$ cat src/hdl/bfp_pkg.sv
// ----------------------------------------------------------------------------
// bfp_pkg
// Shared types and constants of the bitmap-font descriptor parser: the result
// beat layout, result kinds, descriptor magic bytes and the channel mask
// decode.
// ----------------------------------------------------------------------------
package bfp_pkg;

   // Result kinds.
   localparam logic [1:0] KIND_GLYPH   = 2'd0;
   localparam logic [1:0] KIND_SUMMARY = 2'd1;
   localparam logic [1:0] KIND_BAD_HDR = 2'd2;

   // Descriptor magic.
   localparam logic [7:0] MAGIC_0 = 8'h42;   // 'B'
   localparam logic [7:0] MAGIC_1 = 8'h4D;   // 'M'
   localparam logic [7:0] MAGIC_2 = 8'h46;   // 'F'

   // Block types.
   localparam logic [7:0] BLK_COMMON = 8'd2;
   localparam logic [7:0] BLK_CHARS  = 8'd4;

   localparam int unsigned RECORD_BYTES = 20;
   localparam logic [4:0]  RECORD_LAST  = 5'(RECORD_BYTES - 1);
   localparam logic [31:0] COMMON_MIN   = 32'd15;
   localparam logic [31:0] CODE_FLOOR   = 32'd255;
   localparam logic [31:0] CODE_CEIL    = 32'h0000_FFFF;

   // floor(h / 3) == (h * DIV3_MUL) >> DIV3_SHIFT for every 16-bit h.
   localparam logic [16:0] DIV3_MUL   = 17'd43691;
   localparam int unsigned DIV3_SHIFT = 17;

   // Result queue geometry.
   localparam int unsigned RES_DEPTH = 4;
   localparam int unsigned RES_PTR_W = $clog2(RES_DEPTH);
   localparam int unsigned RES_CNT_W = $clog2(RES_DEPTH + 1);

   typedef struct packed {
      logic [1:0]         record_kind;
      logic [10:0]        glyph_slot;
      logic [31:0]        char_code;
      logic [15:0]        tex_left;
      logic [15:0]        tex_top;
      logic [15:0]        tex_right;
      logic [15:0]        tex_bottom;
      logic signed [15:0] pen_offset;
      logic signed [15:0] pen_advance;
      logic [15:0]        channel_mask;
      logic [15:0]        line_height;
   } bfp_result_type;

   function automatic logic [15:0] chan_mask(input logic [7:0] chnl);
      logic [15:0] mask;
      case (chnl)
         8'd1:    mask = 16'h000F;
         8'd2:    mask = 16'h00F0;
         8'd4:    mask = 16'h0F00;
         8'd8:    mask = 16'hF000;
         default: mask = 16'hFFFF;
      endcase
      return mask;
   endfunction

endpackage

$ cat src/hdl/bitmap_font_table_parser.sv
// A result beat enters the result queue at the edge that accepts the byte causing it.
// Bytes are taken one per cycle while req_stall is low; only the last byte can
// cause two results, which leave in order through the four-entry result queue.
// req_stall rises while fewer than two queue entries are free.
// Reset (synchronous, active high) clears the parser state and the queue; the
// byte marked last also returns the parser to its reset state.
// ----------------------------------------------------------------------------
// bitmap_font_table_parser
// Parses a binary bitmap-font descriptor one byte per beat and emits a glyph
// beat per chars record (at most MAX_GLYPHS - 1) plus a summary (or bad-header) beat at end of file.
// ----------------------------------------------------------------------------
module bitmap_font_table_parser
   import bfp_pkg::*;
#(
   parameter int unsigned MAX_GLYPHS = 1024
) (
   input  logic               clock,
   input  logic               reset,
   input  logic               req_valid,
   output logic               req_stall,
   input  logic [7:0]         req_data_byte,
   input  logic               req_is_last,
   output logic               rsp_valid,
   input  logic               rsp_stall,
   output logic [1:0]         rsp_record_kind,
   output logic [10:0]        rsp_glyph_slot,
   output logic [31:0]        rsp_char_code,
   output logic [15:0]        rsp_tex_left,
   output logic [15:0]        rsp_tex_top,
   output logic [15:0]        rsp_tex_right,
   output logic [15:0]        rsp_tex_bottom,
   output logic signed [15:0] rsp_pen_offset,
   output logic signed [15:0] rsp_pen_advance,
   output logic [15:0]        rsp_channel_mask,
   output logic [15:0]        rsp_line_height
);

   localparam int unsigned GW = $clog2(MAX_GLYPHS);
   localparam logic [GW-1:0] GLYPH_LIMIT = GW'(MAX_GLYPHS - 1);

   localparam logic [2:0] PH_MAGIC  = 3'd0;
   localparam logic [2:0] PH_TYPE   = 3'd1;
   localparam logic [2:0] PH_SIZE   = 3'd2;
   localparam logic [2:0] PH_BODY   = 3'd3;
   localparam logic [2:0] PH_FAILED = 3'd4;

   logic [2:0]    phase_ff,   phase_in;
   logic [31:0]   cnt_ff,     cnt_in;
   logic [7:0]    kind_ff,    kind_in;
   logic [31:0]   len_ff,     len_in;
   logic [4:0]    idx_ff,     idx_in;
   logic [15:0]   height_ff,  height_in;
   logic [31:0]   tex_ff,     tex_in;
   logic [15:0]   largest_ff, largest_in;
   logic [GW-1:0] total_ff,   total_in;
   logic          failed_ff,  failed_in;
   logic [7:0]    rec_ff [RECORD_BYTES];

   logic [7:0]     rec_cur [RECORD_BYTES];
   logic           accept;
   logic           room_two;
   logic           glyph_take;
   logic           magic_bad;
   logic [31:0]    cnt_inc;
   logic [31:0]    glyph_id;
   logic [15:0]    gx, gy, gw, gh;
   logic [32:0]    div3_prod;
   logic [GW:0]    summary_slot;
   logic [31:0]    summary_code;
   logic [1:0]     push_cnt;
   bfp_result_type glyph_res, end_res, push0, push1, head;

   assign accept    = req_valid && !req_stall;
   assign req_stall = !room_two;
   assign cnt_inc   = cnt_ff + 32'd1;

   // The current byte is visible at its record position in the same cycle.
   always_comb begin
      for (int i = 0; i < RECORD_BYTES; i++) begin
         rec_cur[i] = (phase_ff == PH_BODY && idx_ff == 5'(i)) ? req_data_byte : rec_ff[i];
      end
   end

   assign glyph_id = {rec_cur[3], rec_cur[2], rec_cur[1], rec_cur[0]};
   assign gx       = {rec_cur[5], rec_cur[4]};
   assign gy       = {rec_cur[7], rec_cur[6]};
   assign gw       = {rec_cur[9], rec_cur[8]};
   assign gh       = {rec_cur[11], rec_cur[10]};

   assign magic_bad = (cnt_ff[1:0] == 2'd0 && req_data_byte != MAGIC_0) ||
                      (cnt_ff[1:0] == 2'd1 && req_data_byte != MAGIC_1) ||
                      (cnt_ff[1:0] == 2'd2 && req_data_byte != MAGIC_2);

   always_comb begin
      phase_in   = phase_ff;
      cnt_in     = cnt_ff;
      kind_in    = kind_ff;
      len_in     = len_ff;
      idx_in     = idx_ff;
      height_in  = height_ff;
      tex_in     = tex_ff;
      largest_in = largest_ff;
      total_in   = total_ff;
      failed_in  = failed_ff;
      glyph_take = 1'b0;
      case (phase_ff)
         PH_MAGIC: begin
            if (magic_bad) begin
               failed_in = 1'b1;
               phase_in  = PH_FAILED;
            end else if (cnt_ff[1:0] == 2'd3) begin
               phase_in = PH_TYPE;
               cnt_in   = '0;
            end else begin
               cnt_in = cnt_inc;
            end
         end
         PH_TYPE: begin
            kind_in  = req_data_byte;
            len_in   = '0;
            cnt_in   = '0;
            idx_in   = '0;
            phase_in = PH_SIZE;
         end
         PH_SIZE: begin
            len_in = len_ff | ({24'd0, req_data_byte} << {cnt_ff[1:0], 3'b000});
            cnt_in = cnt_inc;
            if (cnt_ff[1:0] == 2'd3) begin
               cnt_in   = '0;
               idx_in   = '0;
               phase_in = (len_in == 32'd0) ? PH_TYPE : PH_BODY;
            end
         end
         PH_BODY: begin
            cnt_in = cnt_inc;
            idx_in = (idx_ff == RECORD_LAST) ? 5'd0 : idx_ff + 5'd1;
            if (kind_ff == BLK_COMMON && len_ff >= COMMON_MIN && cnt_inc == COMMON_MIN) begin
               height_in = {rec_cur[1], rec_cur[0]};
               tex_in    = {rec_cur[7], rec_cur[6], rec_cur[5], rec_cur[4]};
            end
            if (kind_ff == BLK_CHARS && idx_ff == RECORD_LAST && total_ff < GLYPH_LIMIT) begin
               glyph_take = 1'b1;
               total_in   = total_ff + 1'b1;
               if (glyph_id > {16'd0, largest_ff} && glyph_id < CODE_CEIL) begin
                  largest_in = glyph_id[15:0];
               end
            end
            if (cnt_inc == len_ff) begin
               cnt_in   = '0;
               idx_in   = '0;
               phase_in = PH_TYPE;
            end
         end
         default: begin
         end
      endcase
   end

   // Result beats.
   assign div3_prod    = height_in * DIV3_MUL;
   assign summary_slot = {1'b0, total_in} + 1'b1;
   assign summary_code = ({16'd0, largest_in} < CODE_FLOOR) ? CODE_FLOOR
                                                             : {16'd0, largest_in};

   always_comb begin
      glyph_res.record_kind  = KIND_GLYPH;
      glyph_res.glyph_slot   = 11'(total_in);
      glyph_res.char_code    = glyph_id;
      glyph_res.tex_left     = gx;
      glyph_res.tex_top      = gy;
      glyph_res.tex_right    = gx + gw;
      glyph_res.tex_bottom   = gy + gh;
      glyph_res.pen_offset   = {rec_cur[13], rec_cur[12]};
      glyph_res.pen_advance  = {rec_cur[17], rec_cur[16]};
      glyph_res.channel_mask = chan_mask(rec_cur[19]);
      glyph_res.line_height  = height_ff;

      if (failed_in || phase_in == PH_MAGIC || phase_in == PH_FAILED) begin
         end_res             = '0;
         end_res.record_kind = KIND_BAD_HDR;
      end else begin
         end_res.record_kind  = KIND_SUMMARY;
         end_res.glyph_slot   = 11'(summary_slot);
         end_res.char_code    = summary_code;
         end_res.tex_left     = '0;
         end_res.tex_top      = '0;
         end_res.tex_right    = tex_in[15:0];
         end_res.tex_bottom   = tex_in[31:16];
         end_res.pen_offset   = '0;
         end_res.pen_advance  = div3_prod[DIV3_SHIFT +: 16];
         end_res.channel_mask = '0;
         end_res.line_height  = height_in;
      end

      push0    = glyph_take ? glyph_res : end_res;
      push1    = end_res;
      push_cnt = accept ? (2'(glyph_take) + 2'(req_is_last)) : 2'd0;
   end

   always_ff @(posedge clock) begin
      if (reset || (accept && req_is_last)) begin
         phase_ff   <= PH_MAGIC;
         cnt_ff     <= '0;
         kind_ff    <= '0;
         len_ff     <= '0;
         idx_ff     <= '0;
         height_ff  <= '0;
         tex_ff     <= '0;
         largest_ff <= '0;
         total_ff   <= '0;
         failed_ff  <= 1'b0;
      end else if (accept) begin
         phase_ff   <= phase_in;
         cnt_ff     <= cnt_in;
         kind_ff    <= kind_in;
         len_ff     <= len_in;
         idx_ff     <= idx_in;
         height_ff  <= height_in;
         tex_ff     <= tex_in;
         largest_ff <= largest_in;
         total_ff   <= total_in;
         failed_ff  <= failed_in;
      end
   end

   always_ff @(posedge clock) begin
      if (accept && phase_ff == PH_BODY) begin
         rec_ff[idx_ff] <= req_data_byte;
      end
   end

   bfp_res_fifo u_res_fifo (
      .clock      (clock),
      .reset      (reset),
      .push_cnt   (push_cnt),
      .push_data0 (push0),
      .push_data1 (push1),
      .room_two   (room_two),
      .pop_valid  (rsp_valid),
      .pop_stall  (rsp_stall),
      .pop_data   (head)
   );

   assign rsp_record_kind  = head.record_kind;
   assign rsp_glyph_slot   = head.glyph_slot;
   assign rsp_char_code    = head.char_code;
   assign rsp_tex_left     = head.tex_left;
   assign rsp_tex_top      = head.tex_top;
   assign rsp_tex_right    = head.tex_right;
   assign rsp_tex_bottom   = head.tex_bottom;
   assign rsp_pen_offset   = head.pen_offset;
   assign rsp_pen_advance  = head.pen_advance;
   assign rsp_channel_mask = head.channel_mask;
   assign rsp_line_height  = head.line_height;

   a_last_resets: assert property (@(posedge clock) disable iff (reset)
      (accept && req_is_last) |=> (phase_ff == PH_MAGIC && total_ff == '0 && !failed_ff))
      else $error("parser not back in reset state after last beat");

   a_failed_phase: assert property (@(posedge clock) disable iff (reset)
      failed_ff |-> (phase_ff == PH_FAILED))
      else $error("header failure outside failed phase");

   a_glyph_cap: assert property (@(posedge clock) disable iff (reset)
      total_ff <= GLYPH_LIMIT)
      else $error("glyph count beyond capacity");

   a_rsp_kind: assert property (@(posedge clock) disable iff (reset)
      rsp_valid |-> (rsp_record_kind == KIND_GLYPH || rsp_record_kind == KIND_SUMMARY ||
                     rsp_record_kind == KIND_BAD_HDR))
      else $error("result beat with unknown kind");

endmodule

$ cat src/hdl/bfp_res_fifo.sv
// ----------------------------------------------------------------------------
// bfp_res_fifo
// Small result queue between the parser and the result channel. Takes up to
// two result beats per cycle and hands out one per cycle while pop_stall is low.
// ----------------------------------------------------------------------------
module bfp_res_fifo
   import bfp_pkg::*;
(
   input  logic           clock,
   input  logic           reset,
   input  logic [1:0]     push_cnt,
   input  bfp_result_type push_data0,
   input  bfp_result_type push_data1,
   output logic           room_two,
   output logic           pop_valid,
   input  logic           pop_stall,
   output bfp_result_type pop_data
);

   bfp_result_type        mem_ff [RES_DEPTH];
   logic [RES_PTR_W-1:0]  wr_ptr_ff, wr_ptr_in;
   logic [RES_PTR_W-1:0]  rd_ptr_ff, rd_ptr_in;
   logic [RES_CNT_W-1:0]  count_ff, count_in;
   logic [RES_PTR_W-1:0]  wr_ptr_nxt;
   logic                  pop;

   assign pop        = pop_valid && !pop_stall;
   assign pop_valid  = (count_ff != '0);
   assign pop_data   = mem_ff[rd_ptr_ff];
   assign room_two   = (count_ff <= RES_CNT_W'(RES_DEPTH - 2));
   assign wr_ptr_nxt = wr_ptr_ff + 1'b1;

   always_comb begin
      wr_ptr_in = wr_ptr_ff + RES_PTR_W'(push_cnt);
      rd_ptr_in = rd_ptr_ff + RES_PTR_W'(pop);
      count_in  = count_ff + RES_CNT_W'(push_cnt) - RES_CNT_W'(pop);
   end

   always_ff @(posedge clock) begin
      if (reset) begin
         wr_ptr_ff <= '0;
         rd_ptr_ff <= '0;
         count_ff  <= '0;
      end else begin
         wr_ptr_ff <= wr_ptr_in;
         rd_ptr_ff <= rd_ptr_in;
         count_ff  <= count_in;
      end
   end

   always_ff @(posedge clock) begin
      if (push_cnt != 2'd0) begin
         mem_ff[wr_ptr_ff] <= push_data0;
      end
      if (push_cnt == 2'd2) begin
         mem_ff[wr_ptr_nxt] <= push_data1;
      end
   end

   a_count_bound: assert property (@(posedge clock) disable iff (reset)
      count_ff <= RES_CNT_W'(RES_DEPTH))
      else $error("result queue count beyond depth");

   a_no_overflow: assert property (@(posedge clock) disable iff (reset)
      (push_cnt != 2'd0) |-> (RES_CNT_W'(RES_DEPTH) - count_ff >= RES_CNT_W'(push_cnt)))
      else $error("result queue written without room");

   a_pop_only: assert property (@(posedge clock) disable iff (reset)
      (pop && push_cnt == 2'd0) |=> (count_ff == $past(count_ff) - 1'b1))
      else $error("result queue count did not drop on pop");

endmodule

$ cat config.mk
export PLATFORM = sky130hd
export DESIGN_NAME = bitmap_font_table_parser
export DESIGN_NICKNAME = d
export VERILOG_FILES = /design/src/hdl/bfp_pkg.sv /design/src/hdl/bitmap_font_table_parser.sv /design/src/hdl/bfp_res_fifo.sv
export SDC_FILE = /design/constraint.sdc
export NUM_CORES = 2
export LEC_CHECK = 0
export BUFFER_PORTS_ARGS = -buffer_cell sky130_fd_sc_hd__buf_2
export CAP_MARGIN = 20
export CORE_AREA = 2 2 316 318
export CTS_BUF_LIST = sky130_fd_sc_hd__clkbuf_16
export DETAILED_ROUTE_END_ITERATION = 16
export DIE_AREA = 0 0 318 320
export PLACE_DENSITY = 0.64
export SETUP_SLACK_MARGIN = 0.15
export SYNTH_ARGS = -nofsm -noshare
export SYNTH_HDL_FRONTEND = slang
export SYNTH_SLANG_ARGS = --single-unit
$ cat constraint.sdc
create_clock -name clock -period 11.68 [get_ports clock]
set_input_delay 2.336 -clock clock [delete_from_list [all_inputs] [get_ports clock]]
set_output_delay 2.336 -clock clock [all_outputs]
set_load 0.02 [all_outputs]
==> flow_summary.ini <==
[drt]
wirelength_um = 158300
vias = 38250
final_antenna_net_count = 0
via_per_inst = 6.409
drc = 0
wire_per_inst_um = 26.53
drt_iter0_drc = 4373
drt_pass1_iterations = 7

[yosys]
async_flop_share_pct = 0
syn_inst = 4556
ys_ff_latch = 942
synth_area_um2 = 49780
yosysSeqAreaShare_pct = 48.02
yosysUniqueCellTypes = 85
synth_edf_count = 504
yosysWarningCount = 0
syn_area_per_cell_um2 = 10.93
synth_fp_nets = 4836
dominantRegCellSynth = edfxtp_1

[layout]
layout-drive-gt1-share_pct = 15.94
final_cell_mix = edfxtp_1, nand2_1, dfxtp_1
n_antenna_cell = 0
fillerInstances = 8403
mostFrequentLayoutCell = edfxtp_1
syn_to_final_growth_pct = 10.64
nNetsFinal = 4872

[clock_tree]
cts_setup_buffers = 0
clockBufferDepth = 3
worstSkewPairLatency_ns = 0.69
cts_tree = yes
cts_sinks = 942
holdBufCountCts = 0
cts-root-buf = clkbuf_16
h-tree-depth = 3
ctsResizeCount = 0
path_clk_slew_ns = 0.06
numCtsBuffers = 101

[critical_path]
slowest_stage = dfxtp_1
crit_fanout = 19
rr_worst_depth = 35
reg2reg_slack_ns = 1.22
cpPeakStageDelay_ns = 0.70
cp.arrival_ns = 10.88
crit_path_start_kind = flip-flop
reg2reg_to = u_res_fifo.mem_ff[3][36]$_DFFE_PP_
worstSetupEndpointType = flip-flop
cp.required_ns = 12.10
worstSetupPathType = flip-flop to flip-flop
r2r-start = cnt_ff[0]$_SDFFE_PP0P_

[pwr]
pwr-share-comb_pct = 13.8
ir_drop_mv = 0.1168
p_int_mw = 5.775
p_sw_share_pct = 27.08
sequentialPowerShare_pct = 45.2
p_switching_mw = 2.145
p_leak_nw = 20.16
fin_total_pwr_mw = 7.920
power.density_nw_per_um2 = 143.8
clockPowerShare_pct = 41.0

[timing]
maxSlewHeadroom_pct = 23.30
fin_worst_skew_ns = 0.03221
setup_viol = 0
period_needed_ns = 10.46
rsz0062_at_grt = false
report.final.slew_viol_count = 0
worstMarginPinSlew_ns = 1.150
tns_ns = 0
clock.fmax_ghz = 0.09562
whs_ns = 0.4478
min_period_over_period_pct = 89.54
hold_viol = 0

[placement]
numPortBuffers = 187
gp_congestion = 0.9519
hpwl_um = 102300

[run]
maxCapViolations = 0

[die]
fp-row-count = 115
core_um2 = 97990
floorplan.die.width_um = 318
ios = 188
start_util_pct = 50.80
chipHeight_um = 320
die_area_um2 = 101800

[min_path]
hp-class = flip-flop to flip-flop
holdPathEnd = tex_ff[24]$_SDFFE_PP0P_
hold_start = tex_ff[24]$_SDFFE_PP0P_
hold_depth = 2

[grt]
grt_use_total_pct = 30.50
grt_first_pass_wirelength_um = 235900
grt_pass1_vias = 36960
grt_max_degree = 94
overflow = 0
antenna_found_initial = 2

[outcome]
status = complete, no violations
==> cell families after synthesis <==
logic type	after synthesis	share of synthesized area [%]
DFF	942	48.02
and+or+nand+nor	1154	10.69
xor gates and xnor gates	136	2.591
adders and majority gates	267	7.887
muxes	348	11.34
buffers and inverters	568	4.512
AOI/OAI and AO/OA	1141	14.96
==> power by group through the flow <==
stage | sequential [mW] | clock, mW | combinational [mW]
2_1_floorplan | 3.62 | 0 | 0.728
4_1_cts | 3.58 | 3.27 | 1.10
5_1_grt | 3.59 | 3.39 | 1.14
3_5_place_dp | 3.66 | 0 | 1.09
3_3_place_gp | 3.65 | 0 | 1.09
6_report | 3.58 | 3.24 | 1.09
==> synth_stat cells, drive strengths merged, types with 7 or more instances <==
| master | number | share of area (%) |
|---|---|---|
| xor2 | 46 | 0.81 |
| nor2b | 14 | 0.18 |
| mux4 | 161 | 7.3 |
| fa | 78 | 3.1 |
| nor2 | 299 | 2.3 |
| or3 | 48 | 0.60 |
| o22ai | 213 | 2.7 |
| o21a | 8 | 0.14 |
| nand2 | 471 | 3.6 |
| mux2i | 68 | 1.4 |
| clkbuf | 244 | 1.8 |
| o21bai | 12 | 0.18 |
| nor3 | 67 | 0.67 |
| a32o | 7 | 0.14 |
| o21ai | 283 | 2.9 |
| nand4 | 45 | 0.63 |
| edfxtp | 504 | 30 |
| nor3b | 14 | 0.21 |
| dfxtp | 438 | 18 |
| inv | 238 | 1.8 |
| a22oi | 34 | 0.51 |
| mux2 | 119 | 2.7 |
| nand2b | 14 | 0.18 |
| buf | 84 | 0.86 |
| a211oi | 12 | 0.18 |
| a21oi | 214 | 2.2 |
| nand3 | 65 | 0.67 |
| o211ai | 9 | 0.14 |
| xnor2 | 83 | 1.5 |
| ha | 189 | 4.8 |
| a21o | 41 | 0.62 |
| a22o | 218 | 3.8 |
| nor4 | 33 | 0.50 |
| and2 | 16 | 0.20 |
| or4 | 10 | 0.16 |
| o2bb2ai | 12 | 0.21 |
| and3 | 25 | 0.31 |
| a31oi | 24 | 0.30 |
| and4 | 12 | 0.21 |
==> cell type report <==
cell class | count | area, um^2 | area share (%)
tap | 1287 | 1610 | 2.924
clock buffer | 104 | 2603 | 4.725
inverter | 240 | 912.1 | 1.656
multi-input combinational | 3046 | 23800 | 43.21
sequential | 942 | 23910 | 43.41
timing repair buffer | 261 | 1499 | 2.722
clock inverter | 87 | 742.0 | 1.347
==> worst max-delay path by stage <==
stage,from,to,cells past startpoint
global placement,cnt_ff[0]$_SDFFE_PP0P_,u_res_fifo.mem_ff[3][36]$_DFFE_PP_,35
CTS,cnt_ff[0]$_SDFFE_PP0P_,u_res_fifo.mem_ff[3][36]$_DFFE_PP_,35
floorplan,req_data_byte[4],u_res_fifo.mem_ff[3][40]$_DFFE_PP_,28
finish,cnt_ff[0]$_SDFFE_PP0P_,u_res_fifo.mem_ff[3][36]$_DFFE_PP_,35
global route,cnt_ff[0]$_SDFFE_PP0P_,u_res_fifo.mem_ff[3][36]$_DFFE_PP_,35
detailed placement,cnt_ff[0]$_SDFFE_PP0P_,u_res_fifo.mem_ff[3][36]$_DFFE_PP_,35
==> per-layer routing <==
| layer | vias up | share of wire, % | GRT usage [%] |
|---|---|---|---|
| li1 | 16990 | - | - |
| met1 | 19010 | 40 | 41.15 |
| met3 | 328 | 9.3 | 5.876 |
| met2 | 1917 | 46 | 48.70 |
| met4 | 2 | 4.0 | 11.92 |
| met5 | - | 0.0069 | 0 |
==> through the flow <==
step | cells | utilization [%] | worst slack (ns) | cell area (um^2)
floorplan | 4556 | - | 2.738 | 49780
global placement | 5774 | 52.78 | 1.712 | 51720
detailed placement | 5774 | 52.78 | 1.352 | 51720
CTS | 5965 | 56.19 | 1.295 | 55060
global route | 5967 | 56.21 | 0.4329 | 55070
finish | 5967 | 56.21 | 1.222 | 55070
==> state kept, by name, indices dropped and copies added, names as in the netlist, 10 cells and up <==
register           flops
u_res_fifo.mem_ff    644
rec_ff               136
cnt_ff                32
len_ff                32
tex_ff                32
height_ff             16
largest_ff            16
total_ff              10
==> worst max-delay path: cells and delay by family (launching register included) <==
| kind | cells | cell delay, ns |
|---|---|---|
| muxes | 1 | 0.48 |
| and+or+nand+nor | 9 | 2.12 |
| buffers and inverters | 6 | 0.87 |
| xor gates and xnor gates | 2 | 0.67 |
| adders and majority gates | 9 | 3.86 |
| DFF | 1 | 0.70 |
| AOI/OAI and AO/OA | 8 | 1.49 |
Note: power is estimated with default switching activity, not from simulation.
